===== src/design/erpm_pkg.sv =====
// erpm_pkg: shared types, register codes and widths for the ellipse ring marker.
// No dependencies; imported by every design file but erpm_checker.
`default_nettype none
package erpm_pkg;

    localparam int MAX_SIDE   = 4096;
    localparam int ADDR_W     = 5;
    localparam int DATA_W     = 32;
    localparam int COORD_W    = 12;
    localparam int PIX_W      = 24;
    localparam int Q_W        = 16;
    localparam int HW_W       = 6;
    localparam int SQ_W       = 32;   // 16 x 16 squares
    localparam int P2_W       = 64;   // (w*h)^2
    localparam int T2_W       = 52;   // 256*hw^2*w*h
    localparam int U_W        = 65;   // P^2 + T2
    localparam int K_W        = 118;  // 4*P^2*T2
    localparam int S_W        = 67;   // 4*(X^2 H^2 + Y^2 W^2)
    localparam int DSQ_W      = 134;  // (S-U)^2

    typedef enum logic [2:0] {
        REG_CENTRE_COL  = 3'd0,
        REG_CENTRE_ROW  = 3'd1,
        REG_BOX_WIDTH   = 3'd2,
        REG_BOX_HEIGHT  = 3'd3,
        REG_HALF_WIDTH  = 3'd4,
        REG_RING_COLOUR = 3'd5
    } t_reg_idx;

    localparam logic [HW_W-1:0] HALF_WIDTH_RST = HW_W'(6);

    typedef struct packed {
        logic [Q_W-1:0]   centre_col;
        logic [Q_W-1:0]   centre_row;
        logic [Q_W-1:0]   box_width;
        logic [Q_W-1:0]   box_height;
        logic [HW_W-1:0]  ring_half_width;
        logic [PIX_W-1:0] ring_colour;
    } t_cfg;

    // Values that follow from configuration alone.
    typedef struct packed {
        logic [SQ_W-1:0] w2;
        logic [SQ_W-1:0] h2;
        logic [U_W-1:0]  u;
        logic [K_W-1:0]  k;
        logic            p2_lt_t2;
        logic            mark_en;
    } t_derived;

endpackage
`default_nettype wire


===== src/design/erpm_apb_regs.sv =====
// erpm_apb_regs: APB register file holding the ellipse geometry and ring colour.
// Depends on erpm_pkg.
`default_nettype none
module erpm_apb_regs (
    input  wire logic                         i_clk,
    input  wire logic                         i_rst_n,
    input  wire logic                         psel,
    input  wire logic                         penable,
    input  wire logic                         pwrite,
    input  wire logic [erpm_pkg::ADDR_W-1:0]  paddr,
    input  wire logic [erpm_pkg::DATA_W-1:0]  pwdata,
    output logic      [erpm_pkg::DATA_W-1:0]  prdata,
    output logic                              pready,
    output erpm_pkg::t_cfg                    o_cfg
);
    import erpm_pkg::*;

    t_cfg     r_cfg;
    t_reg_idx w_idx;
    logic     w_wr;

    assign pready = 1'b1;
    assign w_idx  = t_reg_idx'(paddr[ADDR_W-1:2]);
    assign w_wr   = psel & penable & pwrite;

    always_ff @(posedge i_clk) begin
        if (!i_rst_n) begin
            r_cfg.centre_col      <= '0;
            r_cfg.centre_row      <= '0;
            r_cfg.box_width       <= '0;
            r_cfg.box_height      <= '0;
            r_cfg.ring_half_width <= HALF_WIDTH_RST;
            r_cfg.ring_colour     <= '0;
        end else if (w_wr) begin
            unique case (w_idx)
                REG_CENTRE_COL:  r_cfg.centre_col      <= pwdata[Q_W-1:0];
                REG_CENTRE_ROW:  r_cfg.centre_row      <= pwdata[Q_W-1:0];
                REG_BOX_WIDTH:   r_cfg.box_width       <= pwdata[Q_W-1:0];
                REG_BOX_HEIGHT:  r_cfg.box_height      <= pwdata[Q_W-1:0];
                REG_HALF_WIDTH:  r_cfg.ring_half_width <= pwdata[HW_W-1:0];
                REG_RING_COLOUR: r_cfg.ring_colour     <= pwdata[PIX_W-1:0];
                default: ;
            endcase
        end
    end

    always_comb begin
        unique case (w_idx)
            REG_CENTRE_COL:  prdata = DATA_W'(r_cfg.centre_col);
            REG_CENTRE_ROW:  prdata = DATA_W'(r_cfg.centre_row);
            REG_BOX_WIDTH:   prdata = DATA_W'(r_cfg.box_width);
            REG_BOX_HEIGHT:  prdata = DATA_W'(r_cfg.box_height);
            REG_HALF_WIDTH:  prdata = DATA_W'(r_cfg.ring_half_width);
            REG_RING_COLOUR: prdata = DATA_W'(r_cfg.ring_colour);
            default:         prdata = '0;
        endcase
    end

    assign o_cfg = r_cfg;

endmodule
`default_nettype wire


===== config.mk =====
export PLATFORM = sky130hd
export DESIGN_NAME = erpm_apb_regs
export DESIGN_NICKNAME = d
export VERILOG_FILES = /design/src/design/erpm_pkg.sv /design/src/design/erpm_apb_regs.sv
export SDC_FILE = /design/constraint.sdc
export NUM_CORES = 1
export LEC_CHECK = 0
export BUFFER_PORTS_ARGS = -buffer_cell sky130_fd_sc_hd__buf_2
export CORE_MARGIN = 8
export CORE_UTILIZATION = 45
export CTS_CLUSTER_DIAMETER = 200
export DETAILED_ROUTE_END_ITERATION = 16
export PLACE_DENSITY = 0.82
export SLEW_MARGIN = 20
export SYNTH_ARGS = -nofsm -noshare
export SYNTH_HDL_FRONTEND = slang
export SYNTH_SLANG_ARGS = --single-unit

===== constraint.sdc =====
create_clock -name i_clk -period 3.9 [get_ports i_clk]
set_input_delay 0.585 -clock i_clk [delete_from_list [all_inputs] [get_ports i_clk]]
set_output_delay 0.585 -clock i_clk [all_outputs]
set_load 0.1 [all_outputs]

**Word-level counts from Yosys, hierarchy flattened**

Index checks and enable logic that the tools add are counted.

- Flip-flop bits (word level): 94
- Bits of input ports: 42
- Output and inout bits: 127
- Logic and storage cells: 21

- Equality and inequality tests: 5
- Multiplexer cells: 1
- Bitwise gates (word level): 2
- Reduce and logical (&&, ||, !) cells: 7

Operators by type and width:

| kind | count |
|---|---|
| $pmux W24 S6 | 1 |
| $reduce_and A2 Y1 | 6 |
| $eq A3 B2 Y1 const B | 2 |
| $eq A3 B3 Y1 const B | 2 |
| $eq A3 B1 Y1 const B | 1 |
| $logic_not A3 Y1 | 1 |
| $and A1 B1 Y1 | 2 |

**Logic depth before layout (Yosys ltp)**

- Depth in word-level cells: 3
- Gate-level depth with buffers: 6
- Mapped depth without buffers: 3

**Least setup slack after synthesis**

Ideal clock, no wire load.

- Path kind: reg2out
- Start: register r_cfg (netlist bit o_cfg[62])
- End: output port prdata[0] in the netlist's numbering
- Arrival time: 3,419 ps
- Required time: 3,315 ps
- Path slack: -104 ps
- Cell stages (with the launch flop): 4
- Path buffers: 0
- Cell sequence: dfxtp_1 -> mux2i_1 -> a2bb2oi_1 -> o21ai_0

- Cells in the longest elaborated chain, start to end: 1

Ends and longest elaborated chain:

| element | line | text |
|---|---|---|
| from (decl) | erpm_apb_regs.sv:18 | `t_cfg r_cfg;` |
| $pmux W24 S6 | erpm_apb_regs.sv:48 | `unique case (w_idx)` |
| to (decl) | erpm_apb_regs.sv:12 | `output logic [erpm_pkg::DATA_W-1:0] prdata,` |

No other way between the ends.

**Worst setup path in the final report**

- Start: input port paddr[4] in the netlist's numbering
- End: output port prdata[12] in the netlist's numbering

- Cells in the longest elaborated chain, start to end: 2
- Elaborated cells on any way between the ends: 7
- Those cells by class: eq/ne (5); mux (1); reduce/logical (1)

Ends and longest elaborated chain:

| element | line | text |
|---|---|---|
| from (decl) | erpm_apb_regs.sv:10 | `input wire logic [erpm_pkg::ADDR_W-1:0] paddr,` |
| $eq A3 B3 Y1 (tied with other cells) | erpm_apb_regs.sv:48 |  |
| $pmux W24 S6 * | erpm_apb_regs.sv:48 |  |

Every way passes the cells marked *; elsewhere a longest branch is shown, timed or not.

==> results.cfg <==
[grt]
grtUsageTotal = 0.1966
grt_pass1_wl_um = 20480
grt_max_degree = 98
grt-ovfl-total = 0
grt_pass1_vias = 3970
antenna_found_initial = 1

[drt]
via_per_inst = 5.232
detail_route.first_pass.iterations = 5
drt_iter0_markers = 260
antenna_left = 0
drc = 0
wl_um = 13030
wl_per_cell_um = 18.02
vias = 3783

[floorplanning]
num_rows = 36
die_width_um = 114.1
die_area_um2 = 13030
die_h_um = 114.1
io_pins = 169
core_area_um2 = 9549
start_util = 0.4539

[final_layout]
nFillCells = 878
fin_area_um2 = 5396
syn_to_final_growth_pct = 24.51
layout_common_cells = buf_2, nand2_1, mux2i_1, dfxtp_1, a22oi_1
largest_reg_flops = 94
drive_gt1_frac = 0.3203
final_common_cell = buf_2
antenna_cells = 0
layout.nets = 627

[synthesis]
avgSynthCellArea_um2 = 9.568
synth_edf_count = 0
synth_fa_ha_area_frac = 0
syn_area_um2 = 4334
synthArstFlopShare = 0
synthMuxAreaShare = 0.2875
synthDistinctLibCells = 29
syn_inst = 453
synth_ff_type = dfxtp_1
synth-xor-area-share = 0
synth_compound_area_frac = 0.06697
yosysWarnings = 0
synth_top_family_by_area = multiplexers
seq_area_frac_synth = 0.4342
ys_seq_elements = 94
yosys.area_share.simple = 0.1533

[worst_hold_path]
min_path_type = in -> reg

[clocking]
cts_made_buffers = 9
htree_levels = 3
cts_tree = built
cts_resized = 0
clk_pin_slew_ns = 0.09
insertion_delay_ns = 0.35
cts_root_buffer = clkbuf_8
cts_hold_repair.buffers = 0
post_cts_buffers = 0
clock_sinks = 94
cts_buffer_depth = 2

[power_and_ir_drop]
p_per_area_nw_per_um2 = 342.2
p_leak_nw = 2.457
ir_drop_mv = 0.1541

[timing]
fin_crit_sh = 0.8264
setup_viol = 0
slew_headroom = 0.3129
final.setup.tns_ns = 0
rsz0062_at_grt = false
min_period_ns = 3.223
finClkSkew_ns = 0
fmax_mhz = 310.3
finalHoldViolCount = 0
slew_violations = 0
worst_slew_pin_slew_ns = 1.027

[critical_path]
crit_type = in -> out
crit_buf_inv = 2
start_kind = input pin
worstPathCellList = buf_2 > nor2_1 > a221oi_1 > nor2_1 > buf_2
crit_path_max_incr_delay_ns = 0.89
cp_max_fo = 37
required_ns = 3.31
end_kind = output pin
path_delay_family = simple AND/OR/NAND/NOR gates
cp_slowest_cell = nor2_1
arrival_ns = 2.64

[placement]
placed_area_um2 = 5214
portBuffers = 149
gp_congestion = 0.7949
hpwl_um = 9444

[run_status]
run_status = completed

[flow_run]
cap_violations = 0
-- synthesized netlist by cell type (2+ instances only) --
cell / number / share of area
a2bb2oi_1: 2 / 0.0040
and3_1: 8 / 0.012
o221ai_1: 2 / 0.0040
or3_1: 3 / 0.0043
nand2b_1: 3 / 0.0043
dfxtp_1: 94 / 0.43
a221oi_1: 3 / 0.0061
mux2i_1: 111 / 0.26
buf_6: 2 / 0.0052
buf_2: 6 / 0.0069
a22oi_1: 14 / 0.024
nand2_1: 117 / 0.10
mux2_2: 12 / 0.031
clkbuf_1: 21 / 0.018
a32oi_1: 2 / 0.0040
buf_4: 15 / 0.026
nor2_2: 3 / 0.0043
conb_1: 2 / 0.0017
nor2_1: 4 / 0.0035
o32a_1: 2 / 0.0046
nor2b_1: 8 / 0.012
o21a_1: 3 / 0.0052
o22ai_1: 7 / 0.010
o21ai_0: 4 / 0.0046
-- through the flow --
step	total power [mW]	hold slack [ns]	setup WS (ns)	cells	utilization
4_1_cts	1.861	0.4456	0.7096	723	0.5651
5_1_grt	1.916	0.4619	0.5263	723	0.5651
3_3_place_gp	1.239	0.4500	0.7739	707	0.5460
2_1_floorplan	1.198	0.7272	0.07051	460	-
6_report	1.847	0.4693	0.6772	723	0.5651
3_5_place_dp	1.243	0.4583	0.7187	707	0.5460
-- per-layer routing --
metal	routed length, um	GRT usage	share of wire
met5	13	0	0.0010
met4	182	0.08075	0.014
met3	983	0.04800	0.075
met2	6272	0.3308	0.48
met1	5576	0.2342	0.43
-- power by group --
group	total, mW	internal [mW]	switching, mW
Sequential	0.972	0.966	0.00561
Combinational	0.250	0.0484	0.202
Clock	0.625	0.296	0.329
Total	1.85	1.31	0.537
-- cell type report --
cell class	instances	area (um^2)	area share
clock inverter	4	47.55	0.008811
timing repair buffer	158	920.9	0.1706
tap	133	166.4	0.03084
multi-input combinational	322	2245	0.4160
clock buffer	12	135.1	0.02504
sequential	94	1882	0.3487
-- worst reg2reg max path: stages (launching register included) --
cell     delay, ns
dfxtp_1       0.39
nand2_1       0.09
mux2i_1       0.18
-- cell families (layout without fill, tap and decap cells) --
kind of cell    count (synthesis)  count (layout)
compound gates                 39              39
other cells                     2               9
buf+inv                        44             174
mux                           123             123
flops                          94              94
simple gates                  151             151
-- final timing paths --
| path | start | endpoint | slack, ns | cells after the start |
|---|---|---|---|---|
| setup / recovery | paddr[4] | prdata[12] | 0.68 | 5 |
| hold / removal | pwdata[16] | o_cfg[16]$_SDFFE_PN0P_ | 0.47 | 3 |
| setup reg to reg | o_cfg[31]$_SDFFE_PN0P_ | o_cfg[31]$_SDFFE_PN0P_ | 3.16 | 2 |
| hold reg to reg | o_cfg[38]$_SDFFE_PN0P_ | o_cfg[38]$_SDFFE_PN0P_ | 0.47 | 2 |
Note: power is estimated with default switching activity, not from simulation.
